File: config.mk
export PLATFORM = sky130hd
export DESIGN_NAME = rlp_transaction_decoder_flat
export DESIGN_NICKNAME = d
export VERILOG_FILES = /design/src/design/rlptd_pkg.sv /design/src/design/rlptd_in_if.sv /design/src/design/rlptd_out_if.sv /design/src/design/rlp_transaction_decoder.sv /design/src/flat_wrapper.sv
export SDC_FILE = /design/constraint.sdc
export NUM_CORES = 1
export LEC_CHECK = 0
export BUFFER_PORTS_ARGS = -buffer_cell sky130_fd_sc_hd__buf_2
export CORE_ASPECT_RATIO = 0.5
export CORE_MARGIN = 5
export CORE_UTILIZATION = 50
export DETAILED_ROUTE_END_ITERATION = 8
export PLACE_DENSITY = 0.74
export SYNTH_ARGS = -nofsm -noshare
export SYNTH_HDL_FRONTEND = slang
export SYNTH_SLANG_ARGS = --single-unit
File: constraint.sdc
create_clock -name i_clk -period 5.02 [get_ports i_clk]
set_clock_uncertainty 0.1 [all_clocks]
set_input_delay 1.004 -clock i_clk [delete_from_list [all_inputs] [get_ports i_clk]]
set_output_delay 1.004 -clock i_clk [all_outputs]
set_load 0.02 [all_outputs]
File: src/design/rlptd_pkg.sv
`default_nettype none

package rlptd_pkg;

    // Defaults and limits
    localparam int LEN_BITS_DEFAULT = 32;
    localparam int MAX_NUMBER_BYTES = 32;
    localparam int ADDRESS_BYTES    = 20;
    localparam int SIG_RS_BYTES     = 32;
    localparam int SIG_V_BYTES      = 1;
    localparam int PADDR_W          = 3;

    // Header byte boundaries
    localparam logic [7:0] SHORT_STR_BASE = 8'h80;
    localparam logic [7:0] LONG_STR_BASE  = 8'hb8;
    localparam logic [7:0] LIST_BASE      = 8'hc0;
    localparam logic [7:0] LONG_LIST_BASE = 8'hf8;

    // Field numbers
    localparam logic [3:0] FLD_NONCE     = 4'd0;
    localparam logic [3:0] FLD_GAS_PRICE = 4'd1;
    localparam logic [3:0] FLD_GAS_LIMIT = 4'd2;
    localparam logic [3:0] FLD_TO        = 4'd3;
    localparam logic [3:0] FLD_VALUE     = 4'd4;
    localparam logic [3:0] FLD_DATA      = 4'd5;
    localparam logic [3:0] FLD_V         = 4'd6;
    localparam logic [3:0] FLD_R         = 4'd7;
    localparam logic [3:0] FLD_S         = 4'd8;

    // Configuration register addresses
    localparam logic [PADDR_W-1:0] ADDR_CHECK_SIG = PADDR_W'(0);

    typedef enum logic [2:0] {
        E_OK        = 3'd0,
        E_NOT_LIST  = 3'd1,
        E_NUM_LONG  = 3'd2,
        E_BAD_ADDR  = 3'd3,
        E_BAD_SIG   = 3'd4,
        E_NESTED    = 3'd5,
        E_LEN_OVF   = 3'd6
    } t_err;

endpackage

`default_nettype wire

File: src/design/rlptd_in_if.sv
`default_nettype none

interface rlptd_in_if;
    logic       valid;
    logic       ready;
    logic [7:0] in_byte;

    modport source (output valid, output in_byte, input ready);
    modport sink (input valid, input in_byte, output ready);
endinterface

`default_nettype wire

File: src/design/rlptd_out_if.sv
`default_nettype none

interface rlptd_out_if;
    logic       valid;
    logic       ready;
    logic [7:0] data_byte;
    logic       has_byte;
    logic [3:0] field_index;
    logic       field_end;
    logic       tx_end;
    logic [2:0] error_code;

    modport source (
        output valid, output data_byte, output has_byte, output field_index,
        output field_end, output tx_end, output error_code, input ready
    );
    modport sink (
        input valid, input data_byte, input has_byte, input field_index,
        input field_end, input tx_end, input error_code, output ready
    );
endinterface

`default_nettype wire

File: src/design/rlp_transaction_decoder.sv
// A result request is registered and presented in the cycle after the byte that causes it.
// Throughput: one stream byte per cycle; the header/length state update and the output
// register bound the rate, stalled only by output back-pressure.
// Reset (i_rst_n, synchronous, active low): expect a list header, clear field and
// length counters, drop any pending result, clear the signature check enable.
`default_nettype none

module rlp_transaction_decoder
    import rlptd_pkg::*;
#(
    parameter int LEN_BITS = LEN_BITS_DEFAULT
) (
    input  wire logic                i_clk,
    input  wire logic                i_rst_n,
    rlptd_in_if.sink                 i_in,
    rlptd_out_if.source              o_out,
    input  wire logic                psel,
    input  wire logic                penable,
    input  wire logic                pwrite,
    input  wire logic [PADDR_W-1:0]  paddr,
    input  wire logic [31:0]         pwdata,
    output logic      [31:0]         prdata,
    output logic                     pready
);

    typedef enum logic [2:0] {
        P_LIST_HDR  = 3'd0,
        P_LIST_LEN  = 3'd1,
        P_FIELD_HDR = 3'd2,
        P_FIELD_LEN = 3'd3,
        P_PAYLOAD   = 3'd4,
        P_HUNT      = 3'd5
    } t_phase;

    t_phase              r_phase, n_phase;
    logic [3:0]          r_len_left, n_len_left;
    logic [3:0]          r_field, n_field;
    logic [LEN_BITS-1:0] r_payload, n_payload;
    logic                r_check_sig;

    logic                r_out_valid;
    logic [7:0]          r_data_byte;
    logic                r_has_byte;
    logic [3:0]          r_field_index;
    logic                r_field_end;
    logic                r_tx_end;
    t_err                r_error_code;

    logic                in_fire;
    logic [7:0]          b;
    logic                emit;
    logic [7:0]          res_byte;
    logic                res_has;
    logic                res_fend;
    logic                res_tend;
    t_err                res_err;

    logic                do_list, do_start, do_fin, do_fail;
    logic                fin_has;
    logic [7:0]          fin_byte;
    t_err                fail_err, start_err, single_err;
    logic [LEN_BITS-1:0] start_len;
    logic [LEN_BITS-1:0] shifted;
    logic [3:0]          len_dec;

    // Length rule for a field once its length is known
    function automatic t_err length_error(input logic [3:0] f, input logic [LEN_BITS-1:0] len,
                                          input logic chk);
        t_err e;
        e = E_OK;
        if ((f == FLD_NONCE || f == FLD_GAS_PRICE || f == FLD_GAS_LIMIT || f == FLD_VALUE)
            && len > LEN_BITS'(MAX_NUMBER_BYTES)) begin
            e = E_NUM_LONG;
        end else if (f == FLD_TO && len != LEN_BITS'(ADDRESS_BYTES)) begin
            e = E_BAD_ADDR;
        end else if (chk && f == FLD_V && len != LEN_BITS'(SIG_V_BYTES)) begin
            e = E_BAD_SIG;
        end else if (chk && (f == FLD_R || f == FLD_S) && len != LEN_BITS'(SIG_RS_BYTES)) begin
            e = E_BAD_SIG;
        end
        return e;
    endfunction

    // Handshake: take a new request while the result register is free or draining
    assign i_in.ready = !r_out_valid || o_out.ready;
    assign in_fire    = i_in.valid && i_in.ready;
    assign b          = i_in.in_byte;

    assign shifted    = LEN_BITS'({r_payload, b});
    assign len_dec    = (r_len_left != 4'd0) ? r_len_left - 4'd1 : 4'd0;
    assign single_err = length_error(r_field, LEN_BITS'(1), r_check_sig);

    // Decode one stream byte
    always_comb begin
        n_phase    = r_phase;
        n_len_left = r_len_left;
        n_field    = r_field;
        n_payload  = r_payload;
        do_list    = 1'b0;
        do_start   = 1'b0;
        do_fin     = 1'b0;
        do_fail    = 1'b0;
        fin_has    = 1'b0;
        fin_byte   = 8'd0;
        fail_err   = E_OK;
        start_len  = '0;
        emit       = 1'b0;
        res_byte   = 8'd0;
        res_has    = 1'b0;
        res_fend   = 1'b0;
        res_tend   = 1'b0;
        res_err    = E_OK;

        case (r_phase)
            P_LIST_HDR: begin
                if (b < LIST_BASE) begin
                    do_fail  = 1'b1;
                    fail_err = E_NOT_LIST;
                end else begin
                    do_list = 1'b1;
                end
            end
            P_HUNT: begin
                do_list = (b >= LIST_BASE);
            end
            P_LIST_LEN: begin
                n_len_left = len_dec;
                if (len_dec == 4'd0) begin
                    n_phase = P_FIELD_HDR;
                end
            end
            P_FIELD_HDR: begin
                if (b >= LIST_BASE) begin
                    do_fail  = 1'b1;
                    fail_err = E_NESTED;
                end else if (b < SHORT_STR_BASE) begin
                    if (single_err != E_OK) begin
                        do_fail  = 1'b1;
                        fail_err = single_err;
                    end else begin
                        do_fin   = 1'b1;
                        fin_has  = 1'b1;
                        fin_byte = b;
                    end
                end else if (b < LONG_STR_BASE) begin
                    do_start  = 1'b1;
                    start_len = LEN_BITS'(b - SHORT_STR_BASE);
                end else begin
                    n_len_left = {1'b0, b[2:0]} + 4'd1;
                    n_payload  = '0;
                    n_phase    = P_FIELD_LEN;
                end
            end
            P_FIELD_LEN: begin
                if (r_payload[LEN_BITS-1 -: 8] != 8'd0) begin
                    do_fail  = 1'b1;
                    fail_err = E_LEN_OVF;
                end else begin
                    n_payload  = shifted;
                    n_len_left = len_dec;
                    if (len_dec == 4'd0) begin
                        do_start  = 1'b1;
                        start_len = shifted;
                    end
                end
            end
            P_PAYLOAD: begin
                if (r_payload <= LEN_BITS'(1)) begin
                    do_fin   = 1'b1;
                    fin_has  = 1'b1;
                    fin_byte = b;
                end else begin
                    n_payload = r_payload - LEN_BITS'(1);
                    emit      = 1'b1;
                    res_byte  = b;
                    res_has   = 1'b1;
                end
            end
            default: begin
                n_phase = P_HUNT;
            end
        endcase

        start_err = length_error(r_field, start_len, r_check_sig);

        // Field length known: check, then enter payload or close an empty field
        if (do_start) begin
            if (start_err != E_OK) begin
                do_fail  = 1'b1;
                fail_err = start_err;
            end else if (start_len == '0) begin
                do_fin = 1'b1;
            end else begin
                n_payload = start_len;
                n_phase   = P_PAYLOAD;
            end
        end

        // Open a new transaction
        if (do_list) begin
            n_field   = FLD_NONCE;
            n_payload = '0;
            if (b >= LONG_LIST_BASE) begin
                n_len_left = {1'b0, b[2:0]} + 4'd1;
                n_phase    = P_LIST_LEN;
            end else begin
                n_len_left = 4'd0;
                n_phase    = P_FIELD_HDR;
            end
        end

        // Close the current field and advance
        if (do_fin) begin
            emit      = 1'b1;
            res_byte  = fin_byte;
            res_has   = fin_has;
            res_fend  = 1'b1;
            res_tend  = (r_field >= FLD_S);
            n_payload = '0;
            if (r_field >= FLD_S) begin
                n_field = FLD_NONCE;
                n_phase = P_LIST_HDR;
            end else begin
                n_field = r_field + 4'd1;
                n_phase = P_FIELD_HDR;
            end
        end

        // Flag the error and hunt for the next list header
        if (do_fail) begin
            emit       = 1'b1;
            res_byte   = 8'd0;
            res_has    = 1'b0;
            res_fend   = 1'b0;
            res_tend   = 1'b0;
            res_err    = fail_err;
            n_phase    = P_HUNT;
            n_field    = FLD_NONCE;
            n_len_left = 4'd0;
            n_payload  = '0;
        end
    end

    // Hold state and the result register
    always_ff @(posedge i_clk) begin
        if (!i_rst_n) begin
            r_phase     <= P_LIST_HDR;
            r_len_left  <= 4'd0;
            r_field     <= FLD_NONCE;
            r_payload   <= '0;
            r_out_valid <= 1'b0;
        end else begin
            if (in_fire) begin
                r_phase    <= n_phase;
                r_len_left <= n_len_left;
                r_field    <= n_field;
                r_payload  <= n_payload;
            end
            if (in_fire && emit) begin
                r_out_valid   <= 1'b1;
                r_data_byte   <= res_byte;
                r_has_byte    <= res_has;
                r_field_index <= r_field;
                r_field_end   <= res_fend;
                r_tx_end      <= res_tend;
                r_error_code  <= res_err;
            end else if (o_out.ready) begin
                r_out_valid <= 1'b0;
            end
        end
    end

    assign o_out.valid       = r_out_valid;
    assign o_out.data_byte   = r_data_byte;
    assign o_out.has_byte    = r_has_byte;
    assign o_out.field_index = r_field_index;
    assign o_out.field_end   = r_field_end;
    assign o_out.tx_end      = r_tx_end;
    assign o_out.error_code  = r_error_code;

    // Configuration register write
    always_ff @(posedge i_clk) begin
        if (!i_rst_n) begin
            r_check_sig <= 1'b0;
        end else if (psel && penable && pwrite && pready && paddr == ADDR_CHECK_SIG) begin
            r_check_sig <= pwdata[0];
        end
    end

    assign pready = 1'b1;
    assign prdata = (paddr == ADDR_CHECK_SIG) ? {31'd0, r_check_sig} : 32'd0;

endmodule

`default_nettype wire

File: src/flat_wrapper.sv
// flat-port wrapper written by rule: the top's interface ports become plain ports
module rlp_transaction_decoder_flat import rlptd_pkg::*;
#(
    parameter int LEN_BITS = LEN_BITS_DEFAULT
)
  (i_clk, i_rst_n, psel, penable, pwrite, paddr, pwdata, prdata, pready, i_in_valid, i_in_in_byte, i_in_ready, o_out_valid, o_out_data_byte, o_out_has_byte, o_out_field_index, o_out_field_end, o_out_tx_end, o_out_error_code, o_out_ready);
  rlptd_in_if i_in_i ();
  rlptd_out_if o_out_i ();
  input  wire logic i_clk;
  input  wire logic i_rst_n;
  input  wire logic psel;
  input  wire logic penable;
  input  wire logic pwrite;
  input  wire logic [PADDR_W-1:0] paddr;
  input  wire logic [31:0] pwdata;
  output logic      [31:0] prdata;
  output logic pready;
  input wire logic [$bits(i_in_i.valid)-1:0] i_in_valid;
  input wire logic [$bits(i_in_i.in_byte)-1:0] i_in_in_byte;
  output wire logic [$bits(i_in_i.ready)-1:0] i_in_ready;
  output wire logic [$bits(o_out_i.valid)-1:0] o_out_valid;
  output wire logic [$bits(o_out_i.data_byte)-1:0] o_out_data_byte;
  output wire logic [$bits(o_out_i.has_byte)-1:0] o_out_has_byte;
  output wire logic [$bits(o_out_i.field_index)-1:0] o_out_field_index;
  output wire logic [$bits(o_out_i.field_end)-1:0] o_out_field_end;
  output wire logic [$bits(o_out_i.tx_end)-1:0] o_out_tx_end;
  output wire logic [$bits(o_out_i.error_code)-1:0] o_out_error_code;
  input wire logic [$bits(o_out_i.ready)-1:0] o_out_ready;
  assign i_in_i.valid = i_in_valid;
  assign i_in_i.in_byte = i_in_in_byte;
  assign i_in_ready = i_in_i.ready;
  assign o_out_valid = o_out_i.valid;
  assign o_out_data_byte = o_out_i.data_byte;
  assign o_out_has_byte = o_out_i.has_byte;
  assign o_out_field_index = o_out_i.field_index;
  assign o_out_field_end = o_out_i.field_end;
  assign o_out_tx_end = o_out_i.tx_end;
  assign o_out_error_code = o_out_i.error_code;
  assign o_out_i.ready = o_out_ready;
  rlp_transaction_decoder #(.LEN_BITS(LEN_BITS)) u_core (.i_clk(i_clk), .i_rst_n(i_rst_n), .i_in(i_in_i), .o_out(o_out_i), .psel(psel), .penable(penable), .pwrite(pwrite), .paddr(paddr), .pwdata(pwdata), .prdata(prdata), .pready(pready));
endmodule
==> metrics.cfg <==
[status]
outcome=complete, no violations

[setup_path]
cpMaxStageDelayCell=a21oi_2
cpPeakStageDelay_ns=0.77
cp_top_family=compound AO/OA/AOI/OAI gates
arrival_ns=3.82
start_kind=flop
worstPathCellList=nor4_1, and4_1, o41a_1, o221ai_1, a32oi_1, nor2b_1, a21oi_2
crit_required_ns=4.88
path_class=reg -> reg
worstSetupEndpointType=flop
worst-path-max-fanout=18
worst-path-buf-inv=0

[sta]
slew_viol_final=0
tightest_slew_ns=0.9385
rsz0062_at_grt=false
finalHoldViolCount=0
tns_ns=0
min_period_over_period=0.7882
fmax_mhz=252.7
setup_viol_count_final=0
period_minus_slack_ns=3.957
slew_headroom=0.3743

[clock_tree]
h-tree-depth=3
cts_sinks=63
ctsLongestPathBuffers=2
clkLatencyLatePin_ns=0.34
cts_hold_buf=0
post_cts_resized=0
cts_root_buf=clkbuf_16
post_cts_buffers=0
numCtsBuffers=9
cts_tree=yes
clkTransAtPathRegs_ns=0.06

[synth]
yosysTopAreaCellShare=0.1852
avgSynthCellArea_um2=7.564
synth.area.top_cells=dfxtp_1 (19%), edfxtp_1 (11%), nand2_1 (6.0%), o21ai_0 (5.7%), buf_4 (4.9%)
synthCells=643
ys_async_sr_fraction=0
yosysTopAreaCell=dfxtp_1
synth_edf_count=18
synth_flop_cell=dfxtp_1
yosys_warnings=0
ys_seq_elements=63
synth_seq_area_share=0.2964
ys_types=79
synth_area_um2=4863

[power]
power.density_nw_per_um2=313.0
p_leak_nw=1.928
vdd_drop_max_v=0.0001422

[routing]
antenna_left=0
drtIter0Drc=646
routed_via_density=6.397
vias=5137
drc_errors=0
dr.pass1.iters=8
drt_wl_total_um=14170
wire_per_inst_um=17.64

[floorplan]
start_util=0.5131
ios=103
fp-row-count=25
die_h_um=79.74
core_um2=9478
die_w_um=149.5
dieArea_um2=11920

[global_routing]
grt_overflow=0
grt_pass1_wl_um=22160
track_usage=0.2354
grt_max_degree=33
antenna_found_initial=0
grt_pass1_vias=4337

[layout]
final_common_cell=nand2_1
drive_above_1_share=0.1287
instances_no_fill=803
synthToLayoutAreaGrowth_pct=9.184
final_cell_mix=nand2_1 (78), o21ai_0 (55), a21oi_1 (45), dfxtp_1 (45), buf_2 (39)
nFillCells=882
antennaDiodeCount=0
layout.nets=721

[flow_run]
drv_cap=0

[worst_hold_path]
worstHoldPathType=reg -> reg

[placement]
place_hpwl_um=9793
dp_cells=787
gp_congestion=0.9056
io_buffers=39

## stage by stage
| stage | hold slack (ns) | total power [mW] | util | cell area, um2 | setup slack, ns |
|---|---|---|---|---|---|
| 2_1_floorplan | 0.3064 | 0.9268 | - | 4976 | 0.8806 |
| 3_3_place_gp | 0.3967 | 1.025 | 0.5287 | 5011 | 0.9285 |
| 3_5_place_dp | 0.4106 | 1.030 | 0.5287 | 5011 | 0.8942 |
| 4_1_cts | 0.4183 | 1.658 | 0.5603 | 5310 | 1.048 |
| 5_1_grt | 0.4322 | 1.733 | 0.5603 | 5310 | 0.7345 |
| 6_report | 0.4207 | 1.662 | 0.5603 | 5310 | 1.063 |
## cell usage after synthesis (4+ instances only)
library cell / n
or2_2: 5
nor4_1: 10
edfxtp_1: 18
a32oi_1: 7
nand2_1: 78
ha_1: 8
buf_6: 5
nor2_1: 33
inv_1: 18
dfxtp_1: 45
nand3_1: 12
a21boi_0: 7
a221oi_1: 4
nand2b_1: 5
clkbuf_1: 33
nor2b_1: 7
nor3_1: 16
or3_1: 11
o22ai_1: 7
or4_1: 8
nand4b_1: 4
nand4_1: 13
o21ai_0: 55
o211ai_1: 5
a22oi_1: 18
buf_4: 32
o31ai_1: 9
a21oi_1: 46
a31oi_1: 12
o21ai_1: 31
and2_1: 12
## power breakdown
part | internal (mW) | switching (mW) | total (mW)
Clock | 0.384 | 0.244 | 0.628
Combinational | 0.141 | 0.324 | 0.465
Sequential | 0.550 | 0.0200 | 0.570
Total | 1.07 | 0.588 | 1.66
## worst paths after layout
| check | from | end | slack (ns) | depth (start not counted) |
|---|---|---|---|---|
| setup / recovery | u_core.r_payload[28] | u_core.o_out.field_index[1] | 1.06 | 7 |
| hold / removal | u_core.r_payload[5] | u_core.r_payload[5] | 0.42 | 2 |
| setup reg to reg | u_core.r_payload[28] | u_core.o_out.field_index[1] | 1.06 | 7 |
| hold reg to reg | u_core.r_payload[5] | u_core.r_payload[5] | 0.42 | 2 |
## sequential cells by signal (all words and copies together), names as in the netlist, 3 cells and up
signal	count
u_core.o_out.data_byte	8
u_core.r_payload	32
u_core.r_field	4
u_core.r_len_left	4
u_core.r_phase	3
u_core.o_out.field_index	4
u_core.o_out.error_code	3
## cell families after synthesis
logic type,Yosys count,share of synthesized area
and+or+nand+nor,238,0.2604
AOI/OAI and AO/OA,237,0.3103
xor gates and xnor gates,3,0.005404
DFF,63,0.2964
muxes,1,0.002058
adders and majority gates,8,0.02058
buffers and inverters,91,0.1034
other,2,0.001544
## worst register-to-register path, stage by stage (launching register included)
cell and delay [ns]:
dfxtp_1 0.37, nor4_1 0.72, and4_1 0.44, o41a_1 0.26
o221ai_1 0.24, a32oi_1 0.52, nor2b_1 0.15, a21oi_2 0.77
## metal layers
layer	part of all wire	GRT usage
met3	0.12	0.05842
met2	0.43	0.3730
met4	0.023	0.09041
met1	0.42	0.3110
met5	0	0
## final cells by class
| type | instances | area [um2] | area share |
|---|---|---|---|
| inverters | 18 | 67.56 | 0.01272 |
| repair buffers | 52 | 292.8 | 0.05514 |
| clock inverters | 7 | 73.82 | 0.01390 |
| well taps | 135 | 168.9 | 0.03181 |
| clock buffers | 9 | 225.2 | 0.04241 |
| flip-flops and latches | 63 | 1441 | 0.2714 |
| multi-input cells | 519 | 3040 | 0.5726 |
No activity file was read; power rests on OpenSTA's default activity.
